<file path="config.mk">
export PLATFORM = sky130hd
export DESIGN_NAME = shortest_remaining_time_scheduler_core
export DESIGN_NICKNAME = d
export VERILOG_FILES = /design/src/srtf_pkg.sv /design/src/shortest_remaining_time_scheduler_core.sv
export SDC_FILE = /design/constraint.sdc
export NUM_CORES = 2
export LEC_CHECK = 0
export BUFFER_PORTS_ARGS = -buffer_cell sky130_fd_sc_hd__buf_2
export CAP_MARGIN = 40
export CELL_PAD_IN_SITES_DETAIL_PLACEMENT = 2
export CELL_PAD_IN_SITES_GLOBAL_PLACEMENT = 2
export CORE_UTILIZATION = 40
export CTS_CLUSTER_DIAMETER = 60
export DETAILED_ROUTE_END_ITERATION = 8
export GPL_TIMING_DRIVEN = 0
export MAX_ROUTING_LAYER = met4
export PLACE_DENSITY = 0.75
export SETUP_SLACK_MARGIN = 0.1
export SYNTH_ARGS = -nofsm -noshare
export SYNTH_HDL_FRONTEND = slang
export SYNTH_SLANG_ARGS = --single-unit
</file>
<file path="constraint.sdc">
create_clock -name clock -period 10.5 [get_ports clock]
set_input_delay 1.575 -clock clock [delete_from_list [all_inputs] [get_ports clock]]
set_output_delay 1.575 -clock clock [all_outputs]
set_load 0.01 [all_outputs]
</file>
<file path="src/srtf_pkg.sv">
// ----------------------------------------------------------------------------
// srtf_pkg
// Shared constants for the shortest-remaining-time scheduler: command codes,
// field widths and parameter defaults.
// ----------------------------------------------------------------------------
package srtf_pkg;

   // Parameter defaults for the top level.
   localparam int MAX_PROCS_DEF = 16;
   localparam int TIME_BITS_DEF = 24;

   // Fixed field widths of the request and response words.
   localparam int CMD_W   = 2;
   localparam int INDEX_W = 4;
   localparam int TICK_W  = 16;
   localparam int COUNT_W = 5;
   localparam int OUT_T_W = 24;

   // Command codes carried by req_cmd.
   localparam logic [CMD_W-1:0] CMD_LOAD    = 2'd0;
   localparam logic [CMD_W-1:0] CMD_TICK    = 2'd1;
   localparam logic [CMD_W-1:0] CMD_RESTART = 2'd2;

endpackage

</file>
<file path="src/shortest_remaining_time_scheduler_core.sv">
// ----------------------------------------------------------------------------
// shortest_remaining_time_scheduler_core
// Preemptive shortest-remaining-time scheduler over a table of processes,
// built around one read port per table memory and one shared subtractor.
// ----------------------------------------------------------------------------
// Usage:
//  - Request words (req_*) carry a command: load one table entry, advance
//    time by one tick, or restart the schedule. Every request word yields
//    exactly one response word (rsp_*), in order.
//  - csr_wr_en / csr_wr_data set the number of entries that take part; write
//    it only while the block is idle.
//  - A load or an unused command is answered without a table scan. A tick
//    scans the counted entries through the table read port, one entry per
//    cycle, then updates the winner and, on completion, works out
//    turnaround and waiting time on the shared subtractor. A restart copies
//    every burst length back into the remaining-time table.
//  - req_ready is high only while the sequencer is idle, and the sequencer
//    returns to idle as the previous response is registered.
//  - The response sits in an output register, so the next request is taken
//    while a response still waits; if rsp_ready stays low, the following
//    word finishes its work and then holds until the register frees up.
//  - Reset clears time, finished marks and the previous runner; table
//    contents are undefined until loaded.
// ----------------------------------------------------------------------------
module shortest_remaining_time_scheduler_core #(
   parameter int MAX_PROCS = srtf_pkg::MAX_PROCS_DEF,
   parameter int TIME_BITS = srtf_pkg::TIME_BITS_DEF
) (
   input  logic                         clock,
   input  logic                         reset,
   // Configuration
   input  logic                         csr_wr_en,
   input  logic [srtf_pkg::COUNT_W-1:0] csr_wr_data,
   // Request channel
   input  logic                         req_valid,
   output logic                         req_ready,
   input  logic [srtf_pkg::CMD_W-1:0]   req_cmd,
   input  logic [srtf_pkg::INDEX_W-1:0] req_entry_index,
   input  logic [srtf_pkg::TICK_W-1:0]  req_arrival_time,
   input  logic [srtf_pkg::TICK_W-1:0]  req_burst_length,
   // Response channel
   output logic                         rsp_valid,
   input  logic                         rsp_ready,
   output logic                         rsp_ran,
   output logic [srtf_pkg::INDEX_W-1:0] rsp_runner_index,
   output logic                         rsp_switched,
   output logic                         rsp_finished,
   output logic [srtf_pkg::OUT_T_W-1:0] rsp_completion_time,
   output logic [srtf_pkg::OUT_T_W-1:0] rsp_turnaround,
   output logic [srtf_pkg::OUT_T_W-1:0] rsp_waiting,
   output logic                         rsp_all_done
);

   localparam int IDX_W = (MAX_PROCS > 1) ? $clog2(MAX_PROCS) : 1;
   localparam int CNT_W = $clog2(MAX_PROCS + 1);
   localparam int TW    = srtf_pkg::TICK_W;
   localparam int OW    = srtf_pkg::OUT_T_W;
   localparam int IW    = srtf_pkg::INDEX_W;

   localparam logic [TIME_BITS-1:0] TIME_MAX = {TIME_BITS{1'b1}};
   localparam logic [IDX_W:0]       RUNNER_NONE = (IDX_W + 1)'(MAX_PROCS);
   localparam logic [TW:0]          REM_INIT = {1'b1, {TW{1'b0}}};

   // Sequencer state codes.
   localparam logic [2:0] ST_IDLE  = 3'd0;
   localparam logic [2:0] ST_SWEEP = 3'd1;
   localparam logic [2:0] ST_SCAN  = 3'd2;
   localparam logic [2:0] ST_PICK  = 3'd3;
   localparam logic [2:0] ST_TURN  = 3'd4;
   localparam logic [2:0] ST_WAIT  = 3'd5;
   localparam logic [2:0] ST_DONE  = 3'd6;

   // Process table memories.
   logic [TW-1:0] arrival_mem [MAX_PROCS];
   logic [TW-1:0] burst_mem   [MAX_PROCS];
   logic [TW-1:0] remain_mem  [MAX_PROCS];

   // Control registers.
   logic [2:0]                 state_ff, state_in;
   logic [srtf_pkg::COUNT_W-1:0] pcount_ff, pcount_in;
   logic [CNT_W-1:0]           ptr_ff, ptr_in;
   logic                       rd_vld_ff, rd_vld_in;
   logic [MAX_PROCS-1:0]       fin_ff, fin_in;
   logic [TIME_BITS-1:0]       time_ff, time_in;
   logic [IDX_W:0]             prev_ff, prev_in;
   logic                       best_vld_ff, best_vld_in;
   logic                       rsp_valid_ff, rsp_valid_in;

   // Payload registers.
   logic [IDX_W-1:0]           rd_idx_ff, rd_idx_in;
   logic [TW-1:0]              rd_arr_ff, rd_bur_ff, rd_rem_ff;
   logic [IDX_W-1:0]           best_idx_ff, best_idx_in;
   logic [TW:0]                best_rem_ff, best_rem_in;
   logic [TW-1:0]              best_arr_ff, best_arr_in;
   logic                       res_ran_ff, res_ran_in;
   logic                       res_sw_ff, res_sw_in;
   logic                       res_fin_ff, res_fin_in;
   logic [IDX_W-1:0]           res_idx_ff, res_idx_in;
   logic [TIME_BITS-1:0]       tat_ff, tat_in;
   logic [TIME_BITS-1:0]       wt_ff, wt_in;
   logic                       rsp_ran_ff, rsp_ran_in;
   logic [srtf_pkg::INDEX_W-1:0] rsp_idx_ff, rsp_idx_in;
   logic                       rsp_sw_ff, rsp_sw_in;
   logic                       rsp_fin_ff, rsp_fin_in;
   logic [OW-1:0]              rsp_ct_ff, rsp_ct_in;
   logic [OW-1:0]              rsp_tat_ff, rsp_tat_in;
   logic [OW-1:0]              rsp_wt_ff, rsp_wt_in;
   logic                       rsp_done_ff, rsp_done_in;

   // Memory port controls.
   logic                       rd_en;
   logic [IDX_W-1:0]           rd_addr;
   logic                       load_we;
   logic [IDX_W-1:0]           load_addr;
   logic [TW-1:0]              load_burst;
   logic                       rem_we;
   logic [IDX_W-1:0]           rem_waddr;
   logic [TW-1:0]              rem_wdata;

   // Shared subtractor and other helpers.
   logic [TIME_BITS-1:0]       sub_a, sub_b;
   logic [TIME_BITS:0]         sub_diff;
   logic                       sub_borrow;
   logic [TIME_BITS-1:0]       time_next;
   logic [CNT_W-1:0]           counted;
   logic [MAX_PROCS-1:0]       count_mask;
   logic                       all_done;
   logic                       accept;
   logic                       cand;

   assign req_ready = (state_ff == ST_IDLE);
   assign accept    = req_valid && req_ready;

   // Entries taking part, with the count held to the table size.
   always_comb begin
      if (32'(pcount_ff) > MAX_PROCS) begin
         counted = CNT_W'(MAX_PROCS);
      end else begin
         counted = CNT_W'(pcount_ff);
      end
   end

   // Mask of counted entries, and the all-finished status over them.
   always_comb begin
      for (int i = 0; i < MAX_PROCS; i++) begin
         count_mask[i] = (i < 32'(counted));
      end
   end
   assign all_done = &(fin_ff | ~count_mask);

   // Saturating time step.
   assign time_next = (time_ff == TIME_MAX) ? time_ff : time_ff + 1'b1;

   // Shared subtractor; a borrow means the difference clamps at zero.
   assign sub_diff   = {1'b0, sub_a} - {1'b0, sub_b};
   assign sub_borrow = sub_diff[TIME_BITS];

   // Scan candidate: arrived, unfinished, work left, and strictly shorter.
   assign cand = (TIME_BITS'(rd_arr_ff) <= time_ff) && !fin_ff[rd_idx_ff] &&
                 (rd_rem_ff != '0) && ({1'b0, rd_rem_ff} < best_rem_ff);

   // Load port decode.
   assign load_addr  = IDX_W'(req_entry_index);
   assign load_burst = (req_burst_length == '0) ? TW'(1) : req_burst_length;

   // Sequencer.
   always_comb begin
      state_in     = state_ff;
      ptr_in       = ptr_ff;
      rd_vld_in    = 1'b0;
      rd_idx_in    = rd_idx_ff;
      fin_in       = fin_ff;
      time_in      = time_ff;
      prev_in      = prev_ff;
      best_vld_in  = best_vld_ff;
      best_idx_in  = best_idx_ff;
      best_rem_in  = best_rem_ff;
      best_arr_in  = best_arr_ff;
      res_ran_in   = res_ran_ff;
      res_sw_in    = res_sw_ff;
      res_fin_in   = res_fin_ff;
      res_idx_in   = res_idx_ff;
      tat_in       = tat_ff;
      wt_in        = wt_ff;
      rsp_valid_in = rsp_valid_ff && !rsp_ready;
      rsp_ran_in   = rsp_ran_ff;
      rsp_idx_in   = rsp_idx_ff;
      rsp_sw_in    = rsp_sw_ff;
      rsp_fin_in   = rsp_fin_ff;
      rsp_ct_in    = rsp_ct_ff;
      rsp_tat_in   = rsp_tat_ff;
      rsp_wt_in    = rsp_wt_ff;
      rsp_done_in  = rsp_done_ff;
      rd_en        = 1'b0;
      rd_addr      = ptr_ff[IDX_W-1:0];
      load_we      = 1'b0;
      rem_we       = 1'b0;
      rem_waddr    = rd_idx_ff;
      rem_wdata    = rd_bur_ff;
      sub_a        = time_ff;
      sub_b        = TIME_BITS'(best_arr_ff);

      unique case (state_ff)
         ST_IDLE: begin
            if (accept) begin
               res_ran_in = 1'b0;
               res_sw_in  = 1'b0;
               res_fin_in = 1'b0;
               res_idx_in = '0;
               ptr_in     = '0;
               unique case (req_cmd)
                  srtf_pkg::CMD_LOAD: begin
                     load_we   = (32'(req_entry_index) < MAX_PROCS);
                     rem_we    = load_we;
                     rem_waddr = load_addr;
                     rem_wdata = load_burst;
                     state_in  = ST_DONE;
                  end
                  srtf_pkg::CMD_TICK: begin
                     best_vld_in = 1'b0;
                     best_rem_in = REM_INIT;
                     state_in    = ST_SCAN;
                  end
                  srtf_pkg::CMD_RESTART: begin
                     fin_in   = '0;
                     time_in  = '0;
                     prev_in  = RUNNER_NONE;
                     state_in = ST_SWEEP;
                  end
                  default: begin
                     state_in = ST_DONE;
                  end
               endcase
            end
         end

         // Copy each burst length back into the remaining-time table.
         ST_SWEEP: begin
            if (32'(ptr_ff) < MAX_PROCS) begin
               rd_en     = 1'b1;
               rd_vld_in = 1'b1;
               rd_idx_in = ptr_ff[IDX_W-1:0];
               ptr_in    = ptr_ff + 1'b1;
            end
            if (rd_vld_ff) begin
               rem_we = 1'b1;
            end
            if ((32'(ptr_ff) >= MAX_PROCS) && !rd_vld_ff) begin
               state_in = ST_DONE;
            end
         end

         // Walk the counted entries, one compare per cycle.
         ST_SCAN: begin
            if (ptr_ff < counted) begin
               rd_en     = 1'b1;
               rd_vld_in = 1'b1;
               rd_idx_in = ptr_ff[IDX_W-1:0];
               ptr_in    = ptr_ff + 1'b1;
            end
            if (rd_vld_ff && cand) begin
               best_vld_in = 1'b1;
               best_idx_in = rd_idx_ff;
               best_rem_in = {1'b0, rd_rem_ff};
               best_arr_in = rd_arr_ff;
            end
            if ((ptr_ff >= counted) && !rd_vld_ff) begin
               state_in = ST_PICK;
            end
         end

         // Serve the winner and advance time.
         ST_PICK: begin
            sub_a    = TIME_BITS'(best_rem_ff[TW-1:0]);
            sub_b    = TIME_BITS'(1);
            time_in  = time_next;
            state_in = ST_DONE;
            if (best_vld_ff) begin
               rem_we     = 1'b1;
               rem_waddr  = best_idx_ff;
               rem_wdata  = sub_diff[TW-1:0];
               prev_in    = {1'b0, best_idx_ff};
               res_ran_in = 1'b1;
               res_idx_in = best_idx_ff;
               res_sw_in  = (prev_ff != {1'b0, best_idx_ff});
               if (sub_diff[TW-1:0] == '0) begin
                  fin_in[best_idx_ff] = 1'b1;
                  res_fin_in = 1'b1;
                  rd_en      = 1'b1;
                  rd_addr    = best_idx_ff;
                  state_in   = ST_TURN;
               end
            end
         end

         // Turnaround: completion time minus arrival, clamped at zero.
         ST_TURN: begin
            tat_in   = sub_borrow ? '0 : sub_diff[TIME_BITS-1:0];
            state_in = ST_WAIT;
         end

         // Waiting: turnaround minus burst, clamped at zero.
         ST_WAIT: begin
            sub_a    = tat_ff;
            sub_b    = TIME_BITS'(rd_bur_ff);
            wt_in    = sub_borrow ? '0 : sub_diff[TIME_BITS-1:0];
            state_in = ST_DONE;
         end

         // Hand the word to the output register once it is free.
         ST_DONE: begin
            if (!rsp_valid_ff || rsp_ready) begin
               rsp_valid_in = 1'b1;
               rsp_ran_in   = res_ran_ff;
               rsp_idx_in   = IW'(res_idx_ff);
               rsp_sw_in    = res_sw_ff;
               rsp_fin_in   = res_fin_ff;
               rsp_ct_in    = res_fin_ff ? OW'(time_ff) : '0;
               rsp_tat_in   = res_fin_ff ? OW'(tat_ff) : '0;
               rsp_wt_in    = res_fin_ff ? OW'(wt_ff) : '0;
               rsp_done_in  = all_done;
               state_in     = ST_IDLE;
            end
         end

         default: begin
            state_in = ST_IDLE;
         end
      endcase
   end

   // Control registers.
   always_ff @(posedge clock) begin
      if (reset) begin
         state_ff     <= ST_IDLE;
         pcount_ff    <= '0;
         ptr_ff       <= '0;
         rd_vld_ff    <= 1'b0;
         fin_ff       <= '0;
         time_ff      <= '0;
         prev_ff      <= RUNNER_NONE;
         best_vld_ff  <= 1'b0;
         rsp_valid_ff <= 1'b0;
      end else begin
         state_ff     <= state_in;
         pcount_ff    <= pcount_in;
         ptr_ff       <= ptr_in;
         rd_vld_ff    <= rd_vld_in;
         fin_ff       <= fin_in;
         time_ff      <= time_in;
         prev_ff      <= prev_in;
         best_vld_ff  <= best_vld_in;
         rsp_valid_ff <= rsp_valid_in;
      end
   end

   // Process count register.
   assign pcount_in = csr_wr_en ? csr_wr_data : pcount_ff;

   // Payload registers.
   always_ff @(posedge clock) begin
      rd_idx_ff   <= rd_idx_in;
      best_idx_ff <= best_idx_in;
      best_rem_ff <= best_rem_in;
      best_arr_ff <= best_arr_in;
      res_ran_ff  <= res_ran_in;
      res_sw_ff   <= res_sw_in;
      res_fin_ff  <= res_fin_in;
      res_idx_ff  <= res_idx_in;
      tat_ff      <= tat_in;
      wt_ff       <= wt_in;
      rsp_ran_ff  <= rsp_ran_in;
      rsp_idx_ff  <= rsp_idx_in;
      rsp_sw_ff   <= rsp_sw_in;
      rsp_fin_ff  <= rsp_fin_in;
      rsp_ct_ff   <= rsp_ct_in;
      rsp_tat_ff  <= rsp_tat_in;
      rsp_wt_ff   <= rsp_wt_in;
      rsp_done_ff <= rsp_done_in;
   end

   // Table memories: one write and one registered read per memory.
   always_ff @(posedge clock) begin
      if (load_we) begin
         arrival_mem[load_addr] <= req_arrival_time;
         burst_mem[load_addr]   <= load_burst;
      end
      if (rem_we) begin
         remain_mem[rem_waddr] <= rem_wdata;
      end
      if (rd_en) begin
         rd_arr_ff <= arrival_mem[rd_addr];
         rd_bur_ff <= burst_mem[rd_addr];
         rd_rem_ff <= remain_mem[rd_addr];
      end
   end

   // Response ports.
   assign rsp_valid           = rsp_valid_ff;
   assign rsp_ran             = rsp_ran_ff;
   assign rsp_runner_index    = rsp_idx_ff;
   assign rsp_switched        = rsp_sw_ff;
   assign rsp_finished        = rsp_fin_ff;
   assign rsp_completion_time = rsp_ct_ff;
   assign rsp_turnaround      = rsp_tat_ff;
   assign rsp_waiting         = rsp_wt_ff;
   assign rsp_all_done        = rsp_done_ff;

endmodule
</file>
* After elaboration in Yosys (flattened, before gate mapping) *
Memories as Yosys holds them, arrays and structs flattened. A register that Yosys moved wholly into a read port is not among the register bits.
Cells that the tools add are included.

operators by class
  mux-type cells = 85
  bitwise operators = 3
  eq/ne operators = 22
  add/sub/neg operators = 3
  reduce and logical (&&, ||, !) cells = 35
  $lt $le $gt $ge = 26

operators by type and width
  kind                     count
  $mux W16                 8
  $mux W24                 4
  $pmux W16 S2             3
  $pmux W24 S2             2
  $mux W17                 3
  $lt A4 B5 Y1 const A     8
  $mux W4                  10
  $mux W5                  7
  $pmux W17 S2             1
  $logic_not A16 Y1        2
  $or A16 B16 Y16          2
  $mux W1                  25
  $sub A24 B24 Y25         1
  $add A24 B1 Y24 const B  1
  $eq A24 B24 Y1 const B   1
  $le A16 B24 Y1           1
  $pmux W4 S2              3
  $reduce_and A4 Y1        6
  $pmux W3 S7              1
  $lt A3 B5 Y1 const A     4
  $ne A2 B2 Y1 const B     9
  $lt A16 B17 Y1           1
  $not A16 Y16             1
  $reduce_and A16 Y1       1
  37 further kinds         69

storage, ports and cells
  word-level logic and storage cells = 204
  memories = 3
  RAM bits = 768
  output and inout port bits = 82
  flip-flop bits (word level) = 237
  input port bits = 48

memories
  memory       depth  width  rd ports  clocked after memory_dff  wr ports  RTL line                                      source
  arrival_mem  16     16     1         1                         1         shortest_remaining_time_scheduler_core.sv:74  logic [TW-1:0] arrival_mem [MAX_PROCS];
  burst_mem    16     16     1         1                         1         shortest_remaining_time_scheduler_core.sv:75  logic [TW-1:0] burst_mem [MAX_PROCS];
  remain_mem   16     16     1         1                         1         shortest_remaining_time_scheduler_core.sv:76  logic [TW-1:0] remain_mem [MAX_PROCS];

* Longest topological paths before layout *
  word-level depth = 9
  depth in mapped cells = 25
  depth with buffers taken out = 17

* Worst setup path after synthesis *
OpenSTA, ideal clock, no wires.

  kind = reg2reg
  from = register state_ff[0]
  to = register rd_arr_ff[0] (read register of arrival_mem) (enable)
  setup time = 0.407 ns
  buffers on the path = 9
  arrival time = 6.238 ns
  required time = 10.093 ns
  stages on the path, launching flop included = 24
  path slack = 3.856 ns
  period minus slack after synthesis = 6.644 ns
  cell sequence = dfxtp_1 -> clkbuf_1 -> and3b_1 -> clkbuf_1 -> clkbuf_1 -> clkbuf_1 -> clkbuf_1 -> nand2_1 -> o21ai_0 -> ha_1 -> inv_1 -> fa_1 -> a21o_1 -> a221oi_2 -> o21ai_0 -> xnor2_1 -> nand4b_1 -> and4bb_1 -> buf_4 -> nand2_2 -> buf_6 -> buf_2 -> clkbuf_1 -> nand2_1

on the way
  cells in the longest elaborated chain, start to end = 7
  elaborated cells between the ends (all ways) = 14
  those cells by class = add/sub (1); eq/ne (4); mux (8); reduce/logical (1)

ends and longest elaborated chain
  item                                          RTL line                                       source
  from (decl)                                   shortest_remaining_time_scheduler_core.sv:79   logic [2:0] state_ff, state_in;
  from (signal assigned)                        shortest_remaining_time_scheduler_core.sv:345  state_ff <= state_in;
  $eq A3 B3 Y1 or $eq A3 B2 Y1 (tied branches)  shortest_remaining_time_scheduler_core.sv:203  unique case (state_ff)
  $pmux W24 S2 or $pmux W16 S2 (tied branches)  shortest_remaining_time_scheduler_core.sv:203
  $sub A24 B24 Y25                              shortest_remaining_time_scheduler_core.sv:155  assign sub_diff = {1'b0, sub_a} - {1'b0, sub_b};
  $logic_not A16 Y1                             shortest_remaining_time_scheduler_core.sv:286  if (sub_diff[TW-1:0] == '0) begin
  $mux W1                                       shortest_remaining_time_scheduler_core.sv:286
  $mux W1                                       shortest_remaining_time_scheduler_core.sv:278  if (best_vld_ff) begin
  $pmux W1 S3 (*)                               shortest_remaining_time_scheduler_core.sv:203
  named net rd_en                               shortest_remaining_time_scheduler_core.sv:111  logic rd_en;
  to (decl)                                     shortest_remaining_time_scheduler_core.sv:91   logic [TW-1:0] rd_arr_ff, rd_bur_ff, rd_rem_ff;

The timed path passes the listed nets; every way through them passes the cells marked *.
A chain may end at the register's enable or synchronous reset.

* Worst setup path after layout *
  from = register state_ff[0]
  to = register rd_rem_ff[0] (read register of remain_mem), data pin

on the way
  cells in the longest elaborated chain, start to end = 7
  elaborated cells between the ends (all ways) = 14
  those cells by class = add/sub (1); eq/ne (4); mux (8); reduce/logical (1)

ends and longest elaborated chain
  item                                          RTL line
  $eq A3 B3 Y1 or $eq A3 B2 Y1 (tied branches)  shortest_remaining_time_scheduler_core.sv:203
  $pmux W24 S2 or $pmux W16 S2 (tied branches)  shortest_remaining_time_scheduler_core.sv:203
  $sub A24 B24 Y25                              shortest_remaining_time_scheduler_core.sv:155
  $logic_not A16 Y1                             shortest_remaining_time_scheduler_core.sv:286
  $mux W1 or $mux W4 (tied branches)            shortest_remaining_time_scheduler_core.sv:286
  $mux W1 or $mux W4 (tied branches)            shortest_remaining_time_scheduler_core.sv:278
  $pmux W1 S3 or $mux W4 (tied branches)        shortest_remaining_time_scheduler_core.sv:203
  to (decl)                                     shortest_remaining_time_scheduler_core.sv:91

Several ways; a longest one is shown, not always the timed one.

==> key figures <==
Timing
  • Min Tclk post-route: 9.815 ns
  • RSZ-0062 raised after global routing: no
  • Fin. Hold Viols: 0
  • Fin. max-slew vios: 0
  • Worst-Margin Slew: 1.032 ns
  • Skew final: 0.05182 ns
  • Maximum clock frequency: about 0.10 GHz
  • Final Cycle Share: 93.48%
  • Relative slew slack: 31.23%
  • Final Setup Violations: 0
  • Final worst slack: 0.6851 ns

Route
  • Vias after detailed routing: 48609
  • Total Wirelength: roughly 270000 um
  • Top sig layer: met4
  • Vias per inst: 6.723
  • WL met3: 26140 um
  • DRC viols: 0
  • Post-route antenna net violation count: 0
  • Iteration-0 DRC Markers: 5845
  • Post-Route M1 WL: 101400 um
  • Routed WL per cell: 37.19 um
  • First-pass iteration count of the detailed router: 6
  • Met2 wire length: 120800 um

Critical path
  • Reg2reg setup slack: 0.69 ns
  • FF-to-FF path depth: 21
  • CP bufs+invs: 7
  • Crit path arrival time: ~10 ns
  • Worst-path fanout max: 10
  • R2R Path End: rd_rem_ff[0]
  • Worst path max stage delay: 0.84 ns
  • WP data required: 10.96 ns
  • Critical path type: flop to flop
  • Top cell family by delay on the critical path: buffers and inverters
  • CP Launch Type: flop
  • Worst reg2reg startpoint: state_ff[0]
  • CP cell instances: clkbuf_1 > nand3b_1 > clkbuf_1 > inv_1 > nor2_1 > clkbuf_1 > buf_1 > a22oi_1 > ha_1 > a21oi_1 > o22a_1 > nand2_1 > a311oi_1 > nand3_1 > nor3_4 > nand2_2 > a21oi_1 > buf_2 > buf_1 > o22ai_1 > or4_1
  • Most frequent cell on the critical path: clkbuf_1
  • Nature of the critical path endpoint: flop
  • Slowest cell on the critical path: a21oi_1

Clock tree
  • CTS tree: yes
  • Post-CTS Hold Buffers: 0
  • Setup bufs post-CTS: 0
  • Clock Latency Late Sink: 0.81 ns
  • Post-CTS Resized: 0
  • Clock slew at reported path FFs: 0.06 ns
  • CTS Buf Count: ~140
  • CTS H-tree lvls: 4
  • CTS root buffer: clkbuf_16
  • Clock sink count: 1053
  • Maximum clock path buffer count: 3

Power
  • Static Leak: 20.22 nW
  • Peak VDD IR: between 0.00015 and 0.0002 V
  • Seq pwr share: between 30 and 40%
  • Combinational share of power: 28.5%
  • Sw power: 4.953 mW
  • Clock share of power: approximately 34%
  • PD cells: 219.0 nW/um^2
  • Internal power: 8.805 mW
  • Sw frac: 36.00%

Finish
  • FILL cells: 13453
  • Layout area overhead: 17.30%
  • Layout cells sized above 1: 10.44%
  • Nets@finish: 5465
  • Final instance area: 62810 um^2
  • Layout Cells excl Fill: 7230

Yosys
  • EDFF count, synth: 992
  • Synth Warn #: 0
  • Synth Instances: approximately 5000
  • Sequential cell area fraction in the yosys report: between 50% and 60%
  • #FFs+latches synth: between 1000 and 1500
  • Net Count, Synth: a little over 5000
  • Post-synth top flop: edfxtp_1
  • Avg Cell Area, Syn: approximately 11 um^2
  • Async SR Flop Fraction: 0%
  • Netlist cell types: 70
  • Cell area after synthesis: around 54000 um^2

GRT
  • Vias in the first global route: 50956
  • GRT overflow: 0
  • Tot GR Track Use: 40.23%
  • Global-route wire length before repair: 377600 um
  • Largest net degree at the start of global routing: 73
  • Initial antenna violation count: 22

Place
  • Placed Cells: between 6000 and 7000
  • Port Buffers: 126
  • Hpwl dp: 196000 um
  • Setup WS pre-CTS: 1.086 ns
  • Post-DP Area: 58360 um^2
  • Gpl congestion: 0.9713

Worst hold path
  • Hold Path Sink: rsp_runner_index[3]
  • Hold Crit Class: flop to flop
  • Hold wc startpoint: res_idx_ff[3]
  • Hold Crit Depth: 0

Floorplan
  • FP Rows: 133
  • Die Ht: 367.9 um
  • Ports: between 100 and 150
  • Die X: 367.9 um
  • Die Footprint: 135300 um^2
  • Initial core utilization: between 40% and 50%
  • Core Footprint: roughly 130000 um^2

Job
  • Max-Cap Viols: 0

Run status
  • Status: complete, no violations
==> layout by cell type (no fill, tap or decap), types with 39 or more instances in the layout <==
master	count
edfxtp_1	992
nand2_1	825
clkbuf_1	457
a21oi_1	427
nand2b_1	401
a311oi_1	387
a211oi_1	386
o22ai_1	193
buf_2	174
clkbuf_16	144
and2_1	95
nor2_1	90
dfxtp_1	61
ha_1	58
inv_1	55
or4_1	49
buf_6	46
buf_8	46
a22oi_1	41
nor3_1	39
==> area by class of cell <==
type	instances	area, um^2	share of cell area [%]
sequential	1053	31010	49.37
multi-input combinational	3353	20620	32.83
clock buffer	178	3731	5.940
timing repair buffer	261	2462	3.920
tap	1755	2196	3.496
buffer	495	1946	3.097
clock inverter	64	601.8	0.9581
inverter	56	210.2	0.3346
antenna	15	37.54	0.05976
==> how the worst max path moves through the flow <==
stage / slack, ns / from / depth (start not counted) / to
floorplan: 3.86 / state_ff[0] / 23 / rd_arr_ff[0]
global placement: -0.75 / state_ff[0] / 20 / rd_bur_ff[7]
detailed placement: 1.09 / state_ff[0] / 25 / rd_bur_ff[7]
CTS: 1.02 / state_ff[0] / 23 / rd_bur_ff[7]
global route: 0.59 / state_ff[0] / 23 / rd_rem_ff[0]
finish: 0.69 / state_ff[0] / 21 / rd_rem_ff[0]
==> per-layer routing <==
layer	track usage, %	vias up
met2	60.54	2895
li1	-	19828
met3	9.236	862
met5	-	-
met1	48.26	25024
met4	26.68	0
==> synth_stat cells (27+ instances only) <==
cell type	instances	area (um^2)
a211oi_1	386	2898
a21oi_1	427	2137
a22oi_1	41	307.8
a311oi_1	387	3390
and2_1	95	594.3
buf_2	42	210.2
clkbuf_1	431	1618
dfxtp_1	61	1221
edfxtp_1	992	29790
ha_1	58	725.7
inv_1	55	206.5
nand2_1	826	3100
nand2b_1	401	2509
nand3_1	28	140.1
nor2_1	114	427.9
nor3_1	47	235.2
o21ai_0	42	210.2
o22ai_1	193	1207
or4_1	49	367.9
xnor2_1	27	236.5
==> power by group through the flow <==
stage | Clock [mW] | Sequential, mW | Combinational, mW
detailed placement | 0 | 5.25 | 3.71
global placement | 0 | 5.27 | 3.38
finish | 4.67 | 5.17 | 3.92
floorplan | 0 | 5.19 | 1.86
global route | 4.84 | 5.18 | 4.01
CTS | 4.69 | 5.17 | 3.75
==> through the flow <==
step	setup TNS, ns	utilization, %	hold slack, ns	power, mW
finish	0	47.54	0.4217	13.76
global route	0	47.53	0.4266	14.02
CTS	0	47.45	0.4197	13.60
detailed placement	0	44.17	0.4062	8.960
global placement	-5.426	42.67	0.4023	8.654
floorplan	0	-	0.4003	7.045
==> registers in the layout, summed over array words and instances, names as in the netlist, 3 cells and up <==
signal	cells
remain_mem	256
rsp_completion_time	24
arrival_mem	256
best_arr_ff	16
prev_ff	5
rd_bur_ff	16
res_idx_ff	4
rsp_runner_index	4
rsp_turnaround	24
state_ff	3
rd_rem_ff	16
time_ff	24
pcount_ff	5
rd_arr_ff	16
tat_ff	24
wt_ff	24
rsp_waiting	24
fin_ff	16
best_idx_ff	4
rd_idx_ff	4
best_rem_ff	17
ptr_ff	5
burst_mem	256
==> cell families after synthesis <==
logic type | Yosys count | synth area share (%)
DFF | 1053 | 57.91
xor gates and xnor gates | 45 | 0.7360
buffers and inverters | 551 | 4.002
and+or+nand+nor | 1648 | 14.90
muxes | 19 | 0.4743
adders and majority gates | 59 | 1.393
AOI/OAI and AO/OA | 1582 | 20.59
(Power assumes the default switching activity.)
